$ cat src/hdl/rwm_pkg.sv
// Shared types and constants of the residency window monitor.
`timescale 1ns / 1ps

package rwm_pkg;

  // Default parameter values of the top level.
  localparam int MAX_RESIDENT_DEF   = 4096;
  localparam int TIME_BITS_DEF      = 48;
  localparam int MEAN_FRAC_BITS_DEF = 8;

  // Fixed field and accumulator widths.
  localparam int DELTA_W   = 14;
  localparam int START_W   = 13;
  localparam int PEAK_W    = 13;
  localparam int MEAN_W    = 21;
  localparam int STARTS_W  = 32;
  localparam int AREA_W    = 64;
  localparam int CFG_IDX_W = 1;

  localparam logic [MEAN_W-1:0] MEAN_MAX = {MEAN_W{1'b1}};

  // Configuration register indexes.
  localparam logic [CFG_IDX_W-1:0] REG_WINDOW_BEGIN = 1'b0;
  localparam logic [CFG_IDX_W-1:0] REG_WINDOW_END   = 1'b1;

  // Operation of the shared adder.
  typedef enum logic {
    ALU_ADD,
    ALU_SUB
  } alu_op_t;

  // Strobes from the sequencer to the datapath.
  typedef struct packed {
    logic load_item;
    logic span;
    logic mul_step;
    logic acc;
    logic update;
    logic div_step;
    logic finish;
  } rwm_ctl_t;

  // Status from the datapath to the sequencer.
  typedef struct packed {
    logic overlap;
    logic last;
    logic end_ok;
  } rwm_sts_t;

endpackage

$ cat src/hdl/rwm_alu.sv
// Shared 64-bit adder and subtractor with carry out.
`timescale 1ns / 1ps

module rwm_alu (
  input  logic [rwm_pkg::AREA_W-1:0] a,
  input  logic [rwm_pkg::AREA_W-1:0] b,
  input  rwm_pkg::alu_op_t           op,
  output logic [rwm_pkg::AREA_W-1:0] sum,
  output logic                       carry
);
  import rwm_pkg::*;

  logic [AREA_W-1:0] b_eff;
  logic [AREA_W:0]   full;

  // On subtraction a set carry means no borrow, that is a >= b.
  always_comb begin
    b_eff = (op == ALU_SUB) ? ~b : b;
    full  = {1'b0, a} + {1'b0, b_eff} + {{AREA_W{1'b0}}, (op == ALU_SUB)};
  end

  assign sum   = full[AREA_W-1:0];
  assign carry = full[AREA_W];

endmodule

$ cat src/hdl/rwm_ctrl.sv
// Sequencer that steps the shared adder through one event.
`timescale 1ns / 1ps

module rwm_ctrl #(
  parameter int MUL_STEPS = 13,
  parameter int DIV_STEPS = 72
) (
  input  logic              clk,
  input  logic              rst,
  input  logic              in_valid,
  input  logic              out_busy,
  input  rwm_pkg::rwm_sts_t sts,
  output logic              in_ready,
  output rwm_pkg::rwm_ctl_t ctl
);
  import rwm_pkg::*;

  localparam int MAX_STEPS = (DIV_STEPS > MUL_STEPS) ? DIV_STEPS : MUL_STEPS;
  localparam int CNT_W     = (MAX_STEPS > 1) ? $clog2(MAX_STEPS) : 1;

  typedef enum logic [2:0] {
    S_IDLE,
    S_SPAN,
    S_MUL,
    S_ACC,
    S_UPDATE,
    S_DIV,
    S_FINISH
  } state_t;

  state_t           state;
  logic [CNT_W-1:0] cnt;

  always_ff @(posedge clk) begin
    if (rst) begin
      state <= S_IDLE;
      cnt   <= '0;
    end else begin
      case (state)
        S_IDLE: begin
          if (in_valid) state <= S_SPAN;
        end
        S_SPAN: begin
          if (sts.overlap) begin
            state <= S_MUL;
            cnt   <= CNT_W'(MUL_STEPS - 1);
          end else begin
            state <= S_UPDATE;
          end
        end
        S_MUL: begin
          if (cnt == '0) state <= S_ACC;
          else cnt <= cnt - 1'b1;
        end
        S_ACC: begin
          state <= S_UPDATE;
        end
        S_UPDATE: begin
          if (!sts.last) begin
            state <= S_IDLE;
          end else if (sts.end_ok) begin
            state <= S_DIV;
            cnt   <= CNT_W'(DIV_STEPS - 1);
          end else begin
            state <= S_FINISH;
          end
        end
        S_DIV: begin
          if (cnt == '0) state <= S_FINISH;
          else cnt <= cnt - 1'b1;
        end
        S_FINISH: begin
          if (!out_busy) state <= S_IDLE;
        end
        default: state <= S_IDLE;
      endcase
    end
  end

  assign in_ready = (state == S_IDLE);

  always_comb begin
    ctl           = '0;
    ctl.load_item = (state == S_IDLE) && in_valid;
    ctl.span      = (state == S_SPAN);
    ctl.mul_step  = (state == S_MUL);
    ctl.acc       = (state == S_ACC);
    ctl.update    = (state == S_UPDATE);
    ctl.div_step  = (state == S_DIV);
    ctl.finish    = (state == S_FINISH) && !out_busy;
  end

endmodule

$ cat src/hdl/residency_window_monitor_unit.sv
// Top level of the residency window monitor: registers, datapath and result stage.
`timescale 1ns / 1ps
// Sequence: an event whose interval misses the window goes from the span step to the update
// step; one that overlaps it runs the bit-serial multiply on the shared 64-bit adder and an
// accumulate step first. The last event adds a restoring division on the same adder, when the
// run ended valid and empty with a nonempty window, and a result step that waits while a result is pending.
// Reset (synchronous, active high) clears the window registers and the run state to zero,
// with the first-event and run-valid flags set, and drops out_valid; no clearing pass.

module residency_window_monitor_unit #(
  parameter int MAX_RESIDENT   = rwm_pkg::MAX_RESIDENT_DEF,
  parameter int TIME_BITS      = rwm_pkg::TIME_BITS_DEF,
  parameter int MEAN_FRAC_BITS = rwm_pkg::MEAN_FRAC_BITS_DEF
) (
  input  logic                                clk,
  input  logic                                rst,
  // Configuration write channel.
  input  logic                                cfg_valid,
  output logic                                cfg_ready,
  input  logic [rwm_pkg::CFG_IDX_W-1:0]       cfg_index,
  input  logic [TIME_BITS-1:0]                cfg_data,
  // Event channel.
  input  logic                                in_valid,
  output logic                                in_ready,
  input  logic [TIME_BITS-1:0]                event_time,
  input  logic signed [rwm_pkg::DELTA_W-1:0]  resident_delta,
  input  logic [rwm_pkg::START_W-1:0]         start_count,
  input  logic                                last_event,
  // Result channel.
  output logic                                out_valid,
  input  logic                                out_ready,
  output logic                                available,
  output logic [rwm_pkg::MEAN_W-1:0]          mean_resident_q8,
  output logic [rwm_pkg::PEAK_W-1:0]          peak_resident,
  output logic [rwm_pkg::STARTS_W-1:0]        starts_in_window,
  output logic [rwm_pkg::STARTS_W-1:0]        starts_total
);
  import rwm_pkg::*;

  // Resident count width, and the signed width that holds count plus delta.
  localparam int RW        = $clog2(MAX_RESIDENT + 1);
  localparam int NR_W      = ((RW > DELTA_W - 1) ? RW : DELTA_W - 1) + 2;
  localparam int DIV_STEPS = AREA_W + MEAN_FRAC_BITS;

  // Window registers, written through the configuration channel.
  logic [TIME_BITS-1:0] window_begin;
  logic [TIME_BITS-1:0] window_end;

  // The event being worked on.
  logic [TIME_BITS-1:0]      t_reg;
  logic signed [DELTA_W-1:0] delta_reg;
  logic [START_W-1:0]        sc_reg;
  logic                      last_reg;

  // Run state.
  logic [RW-1:0]        resident_count;
  logic [TIME_BITS-1:0] previous_time;
  logic                 first_pending;
  logic [AREA_W-1:0]    area_sum;
  logic [RW-1:0]        peak_seen;
  logic [STARTS_W-1:0]  window_starts;
  logic [STARTS_W-1:0]  total_starts;
  logic                 run_valid;

  // Working registers of the interval, multiply and divide steps.
  logic [TIME_BITS-1:0] d_reg;
  logic                 in_win;
  logic [TIME_BITS-1:0] span_reg;
  logic                 span_ok;
  logic [RW-1:0]        mulr;
  logic [AREA_W-1:0]    acc;
  logic                 mul_ovf;
  logic                 end_ok;
  logic [AREA_W-1:0]    dvd;
  logic [TIME_BITS-1:0] rem;
  logic [MEAN_W-1:0]    quo;
  logic                 quo_ovf;

  rwm_ctl_t ctl;
  rwm_sts_t sts;
  logic     out_busy;

  // Shared adder.
  logic [AREA_W-1:0] alu_a;
  logic [AREA_W-1:0] alu_b;
  alu_op_t           alu_op;
  logic [AREA_W-1:0] alu_sum;
  logic              alu_carry;

  // Combinational helpers.
  logic [TIME_BITS-1:0]  lo;
  logic [TIME_BITS-1:0]  hi;
  logic                  overlap;
  logic [TIME_BITS-1:0]  dur;
  logic signed [NR_W-1:0] nr;
  logic [RW-1:0]         count_next;
  logic                  valid_next;
  logic                  end_ok_next;
  logic [STARTS_W:0]     ws_sum;
  logic [STARTS_W:0]     ts_sum;
  logic [TIME_BITS:0]    rem_shift;

  assign cfg_ready = 1'b1;
  assign out_busy  = out_valid && !out_ready;

  rwm_ctrl #(
    .MUL_STEPS (RW),
    .DIV_STEPS (DIV_STEPS)
  ) u_ctrl (
    .clk      (clk),
    .rst      (rst),
    .in_valid (in_valid),
    .out_busy (out_busy),
    .sts      (sts),
    .in_ready (in_ready),
    .ctl      (ctl)
  );

  rwm_alu u_alu (
    .a     (alu_a),
    .b     (alu_b),
    .op    (alu_op),
    .sum   (alu_sum),
    .carry (alu_carry)
  );

  // Overlap of the interval from the previous event to this one with the window.
  always_comb begin
    lo      = (previous_time > window_begin) ? previous_time : window_begin;
    hi      = (t_reg < window_end) ? t_reg : window_end;
    overlap = (hi > lo);
    dur     = hi - lo;
  end

  // Resident count update with clamping; any excursion spoils the run.
  always_comb begin
    nr = $signed(NR_W'(resident_count)) + NR_W'(delta_reg);
    valid_next = run_valid;
    count_next = nr[RW-1:0];
    if (nr < 0) begin
      valid_next = 1'b0;
      count_next = '0;
    end else if (nr > $signed(NR_W'(MAX_RESIDENT))) begin
      valid_next = 1'b0;
      count_next = RW'(MAX_RESIDENT);
    end
    end_ok_next = valid_next && (count_next == '0) && span_ok;
    ws_sum = {1'b0, window_starts} + (STARTS_W + 1)'(sc_reg);
    ts_sum = {1'b0, total_starts} + (STARTS_W + 1)'(sc_reg);
  end

  assign rem_shift = {rem, dvd[AREA_W-1]};

  // Operand selection for the shared adder. The multiply runs MSB first over the resident
  // count, doubling the partial product and adding the duration where the bit is set. The
  // divide is a restoring long division of area * 2^MEAN_FRAC_BITS by the window length.
  always_comb begin
    alu_a  = '0;
    alu_b  = '0;
    alu_op = ALU_ADD;
    if (ctl.mul_step) begin
      alu_a = {acc[AREA_W-2:0], 1'b0};
      alu_b = mulr[RW-1] ? AREA_W'(d_reg) : '0;
    end else if (ctl.acc) begin
      alu_a = area_sum;
      alu_b = mul_ovf ? '1 : acc;
    end else if (ctl.div_step) begin
      alu_a  = AREA_W'(rem_shift);
      alu_b  = AREA_W'(span_reg);
      alu_op = ALU_SUB;
    end
  end

  always_comb begin
    sts         = '0;
    sts.overlap = overlap;
    sts.last    = last_reg;
    sts.end_ok  = end_ok_next;
  end

  // Control and run state.
  always_ff @(posedge clk) begin
    if (rst) begin
      window_begin   <= '0;
      window_end     <= '0;
      resident_count <= '0;
      previous_time  <= '0;
      first_pending  <= 1'b1;
      area_sum       <= '0;
      peak_seen      <= '0;
      window_starts  <= '0;
      total_starts   <= '0;
      run_valid      <= 1'b1;
      out_valid      <= 1'b0;
    end else begin
      if (cfg_valid && cfg_ready) begin
        case (cfg_index)
          REG_WINDOW_BEGIN: window_begin <= cfg_data;
          REG_WINDOW_END:   window_end   <= cfg_data;
          default: ;
        endcase
      end

      // The first event of a run opens its interval at its own time.
      if (ctl.load_item && first_pending) begin
        previous_time <= event_time;
        first_pending <= 1'b0;
      end

      if (ctl.acc) begin
        area_sum <= alu_carry ? '1 : alu_sum;
        if (resident_count > peak_seen) peak_seen <= resident_count;
      end

      if (ctl.update) begin
        resident_count <= count_next;
        run_valid      <= valid_next;
        previous_time  <= t_reg;
        total_starts   <= ts_sum[STARTS_W] ? '1 : ts_sum[STARTS_W-1:0];
        if (in_win) begin
          window_starts <= ws_sum[STARTS_W] ? '1 : ws_sum[STARTS_W-1:0];
        end
      end

      // Handing over the result returns the run to its reset values.
      if (ctl.finish) begin
        out_valid      <= 1'b1;
        resident_count <= '0;
        previous_time  <= '0;
        first_pending  <= 1'b1;
        area_sum       <= '0;
        peak_seen      <= '0;
        window_starts  <= '0;
        total_starts   <= '0;
        run_valid      <= 1'b1;
      end else if (out_ready) begin
        out_valid <= 1'b0;
      end
    end
  end

  // Working and result registers.
  always_ff @(posedge clk) begin
    if (ctl.load_item) begin
      t_reg     <= event_time;
      delta_reg <= resident_delta;
      sc_reg    <= start_count;
      last_reg  <= last_event;
    end

    if (ctl.span) begin
      d_reg    <= dur;
      mulr     <= resident_count;
      acc      <= '0;
      mul_ovf  <= 1'b0;
      in_win   <= (t_reg >= window_begin) && (t_reg < window_end);
      span_reg <= window_end - window_begin;
      span_ok  <= (window_end > window_begin);
    end

    if (ctl.mul_step) begin
      acc     <= alu_sum;
      mul_ovf <= mul_ovf | acc[AREA_W-1] | alu_carry;
      mulr    <= {mulr[RW-2:0], 1'b0};
    end

    // The area is final once the update cycle is reached.
    if (ctl.update) begin
      end_ok  <= end_ok_next;
      dvd     <= area_sum;
      rem     <= '0;
      quo     <= '0;
      quo_ovf <= 1'b0;
    end

    // A quotient bit pushed out of the top of the field means saturation.
    if (ctl.div_step) begin
      rem     <= alu_carry ? alu_sum[TIME_BITS-1:0] : rem_shift[TIME_BITS-1:0];
      dvd     <= {dvd[AREA_W-2:0], 1'b0};
      quo     <= {quo[MEAN_W-2:0], alu_carry};
      quo_ovf <= quo_ovf | quo[MEAN_W-1];
    end

    if (ctl.finish) begin
      available        <= end_ok;
      mean_resident_q8 <= end_ok ? (quo_ovf ? MEAN_MAX : quo) : '0;
      peak_resident    <= end_ok ? PEAK_W'(peak_seen) : '0;
      starts_in_window <= window_starts;
      starts_total     <= total_starts;
    end
  end

`ifndef SYNTHESIS
  // Once an event is taken, the block works on it before taking another.
  a_busy_after_accept: assert property (@(posedge clk) disable iff (rst)
    in_valid && in_ready |=> !in_ready)
    else $error("event accepted while previous one still in progress");

  // A result is only raised by the sequencer's hand-over step.
  a_result_source: assert property (@(posedge clk) disable iff (rst)
    $rose(out_valid) |-> $past(ctl.finish))
    else $error("result raised outside the hand-over step");

  // A waiting result is never overwritten.
  a_no_overwrite: assert property (@(posedge clk) disable iff (rst)
    ctl.finish |-> (!out_valid || out_ready))
    else $error("pending result overwritten");

  // An invalid run reports neither mean nor peak.
  a_invalid_zero: assert property (@(posedge clk) disable iff (rst)
    out_valid && !available |-> (mean_resident_q8 == '0) && (peak_resident == '0))
    else $error("invalid run reports nonzero mean or peak");
`endif

endmodule
$ cat config.mk
export PLATFORM = sky130hd
export DESIGN_NAME = residency_window_monitor_unit
export DESIGN_NICKNAME = d
export VERILOG_FILES = /design/src/hdl/rwm_pkg.sv /design/src/hdl/rwm_alu.sv /design/src/hdl/rwm_ctrl.sv /design/src/hdl/residency_window_monitor_unit.sv
export SDC_FILE = /design/constraint.sdc
export NUM_CORES = 2
export LEC_CHECK = 0
export BUFFER_PORTS_ARGS = -buffer_cell sky130_fd_sc_hd__buf_4
export CORE_AREA = 3 3 327 248
export DETAILED_ROUTE_END_ITERATION = 7
export DIE_AREA = 0 0 330 251
export GPL_ROUTABILITY_DRIVEN = 0
export PLACE_DENSITY_LB_ADDON = 0.15
export SETUP_SLACK_MARGIN = 0.05
export SLEW_MARGIN = 20
export SYNTH_ARGS = -nofsm -noshare
export SYNTH_HDL_FRONTEND = slang
export SYNTH_SLANG_ARGS = --single-unit
$ cat constraint.sdc
create_clock -name clk -period 22.3 [get_ports clk]
set_input_delay 4.46 -clock clk [delete_from_list [all_inputs] [get_ports clk]]
set_output_delay 4.46 -clock clk [all_outputs]
set_load 0.01 [all_outputs]
==> reports/metrics.csv <==
metric;value;unit
cp_data_required_time;22.82;ns
syn_inst;4928;
postCtsHoldBufs;0;
antenna_found_initial;0;
async_flop_share;0;%
fin_worst_skew;0.0246;ns
hpwl;94400;um
via_per_inst;6.42;
dr.pass1.iters;8;
fin_setup_tns;0;ns
grt_usage;31.2;%
critical_path_class;reg2reg;
clockBufferDepth;3;
synth_flop_cell;edfxtp_1;
grt_pass1_wl;205000;um
ant_nets;0;
cts_tree;done;
drc;1;
insertion_delay;0.64;ns
ir_drop;0.0763;mV
postCtsSetupBuffers;0;
synth_edf_count;484;
ys_warn_count;0;
critPathLaunchType;register;
cts_root_buf;clkbuf_16;
period_share;36.5;%
dieArea;82800;um^2
reg_top3;acc (64), area_sum (64), dvd (64);
nets;5491;
synth_area_per_cell;9.49;um^2
io_buffers;230;
end_kind;register;
io_pins;232;
path_clk_slew;0.06;ns
arrival;8.65;ns
fmax;123;MHz
drt_iter0_drc;5093;
grt_overflow;0;
post-place-ws;14.15;ns
place_area;49100;um^2
grt_pass1_vias;35400;
worstHoldPathType;reg2reg;
synth_top_area_share;31.1;%
synthToLayoutAreaGrowth;10.9;%
clock_sinks;797;
die_h;251;um
power.density;105;nW/um^2
worst_pin_slew;1.15;ns
antenna_cells;0;
yosysTopAreaCell;edfxtp_1;
synth_area;46800;um^2
drive_above_1_share;9.75;%
synth_area_leaders;edfxtp_1 (31%), dfxtp_1 (13%), ha_1 (9.5%);
wl;132000;um
numCtsBuffers;80;
nFillCells;6172;
finalHoldViolations;0;
ctsResizeCount;0;
violations;DRC;
status;finished, violations left;
h-tree-depth;3;
maxCapViolCount;0;
vias;39300;
core_area;78300;um^2
slew_headroom;23.1;%
crit_fanout;28;
rsz0062_at_grt;no;
leakagePower;0.0203;uW
period_needed;8.13;ns
finalInstanceArea;51900;um^2
grt_max_degree;120;
ys_types;76;
setup_slack;14.17;ns
ys_seq_elements;797;
rows;89;
initial_core_util;59.7;%
setup_violations;0;
detail_route.wl_per_cell;21.6;um
syn_nets;5420;
slew_violations;0;
die_w;330;um
seq_area_frac_synth;44.5;%
[cell families after synthesis]
logic type | synth area share (%)
XOR/XNOR | 3.46
AND/OR/NAND/NOR | 14.0
flip-flops | 44.5
adder cells (fa/ha/maj) | 9.78
buffers and inverters | 3.87
other | 0.00802
multiplexers | 3.96
AO/OA/AOI/OAI | 20.5
[stage by stage]
step	total power (uW)	cells	utilization (%)	hold slack (ns)
final	5460	6111	66.3	0.458
after global routing	5710	6111	66.3	0.478
after CTS	5410	6111	66.2	0.464
after detailed placement	3990	5963	62.7	0.450
after global placement	3960	5963	62.7	0.441
after floorplan	3400	4928	-	0.423
[layer usage]
| layer | up-vias | routed length [um] | global-route usage (%) |
|---|---|---|---|
| met5 | - | 0 | 0 |
| met4 | 0 | 2570 | 6.51 |
| met3 | 182 | 15200 | 6.53 |
| met2 | 2071 | 52700 | 42.3 |
| met1 | 18700 | 61800 | 50.5 |
| li1 | 18300 | - | - |
[worst paths after layout]
path                                        endpoint  slack, ns  depth (start not counted)              start
worst max-delay path                   u_ctrl.cnt[0]      14.17                         24    window_begin[1]
worst min-delay path            starts_in_window[23]       0.46                          0  window_starts[23]
worst max register to register         u_ctrl.cnt[0]      14.17                         24    window_begin[1]
worst min register to register  starts_in_window[23]       0.46                          0  window_starts[23]
[layout make-up]
class                      count  area (um^2)  area share, %
multi-input combinational   3671        24300           46.8
sequential                   797        20800           40.1
clock buffer                 114         2400           4.62
timing repair buffer         265         2010           3.87
tap                         1046         1310           2.52
inverter                     184          698           1.35
clock inverter                34          372          0.716
[report_power, final]
group	internal, uW	switching, uW
Clock	833	582
Combinational	724	1280
Sequential	1880	161
[synthesized netlist by cell type (all sizes together), types with 24 or more instances]
cell type	count
edfxtp	484
xor2	80
buf	58
mux2	48
nor2b	45
a21o	149
a31oi	78
inv	184
dfxtp	313
o21a	78
a22oi	57
xnor2	105
ha	356
o21ai	363
and3	61
a22o	70
nand2b	67
and2	52
mux2i	131
a21oi	461
nor3	62
o21bai	24
a211oi	28
nand2	554
nand4	89
clkbuf	218
a311oi	61
nand3	69
nor2	368
[critical path, stage by stage (launching register included)]
cell      delay [ns]
dfxtp_1         0.41
inv_1           0.12
ha_1            0.33
nor2b_1         0.15
o21a_1          0.16
o21a_1          0.16
o21ai_0         0.15
nand2b_1        0.09
a211oi_1        0.51
o32a_1          0.26
nand4_1         0.22
a21oi_4         0.97
buf_4           0.59
mux2i_1         0.26
ha_1            0.33
a41oi_1         0.25
o21ai_0         0.27
a221oi_1        0.42
o21ai_0         0.30
or4_1           0.57
nand3_1         0.22
nor2_1          0.11
a311oi_1        0.61
nor2_1          0.21
o221a_2         0.31
[cells in the final DEF (no fill, tap or decap), types with 78 or more instances in the layout]
cell / netlist / final
buf_4: 5 / 263
xnor2_1: 105 / 105
o21ai_0: 358 / 358
clkbuf_16: 0 / 87
o21a_1: 78 / 78
ha_1: 356 / 356
inv_1: 184 / 181
edfxtp_1: 484 / 484
nor2_1: 368 / 366
nand2_1: 554 / 550
dfxtp_1: 313 / 312
mux2i_1: 131 / 131
nand4_1: 87 / 87
xor2_1: 80 / 80
a21oi_1: 460 / 459
a21o_1: 149 / 148
a31oi_1: 78 / 78
Power figures use the tool's default switching activity.
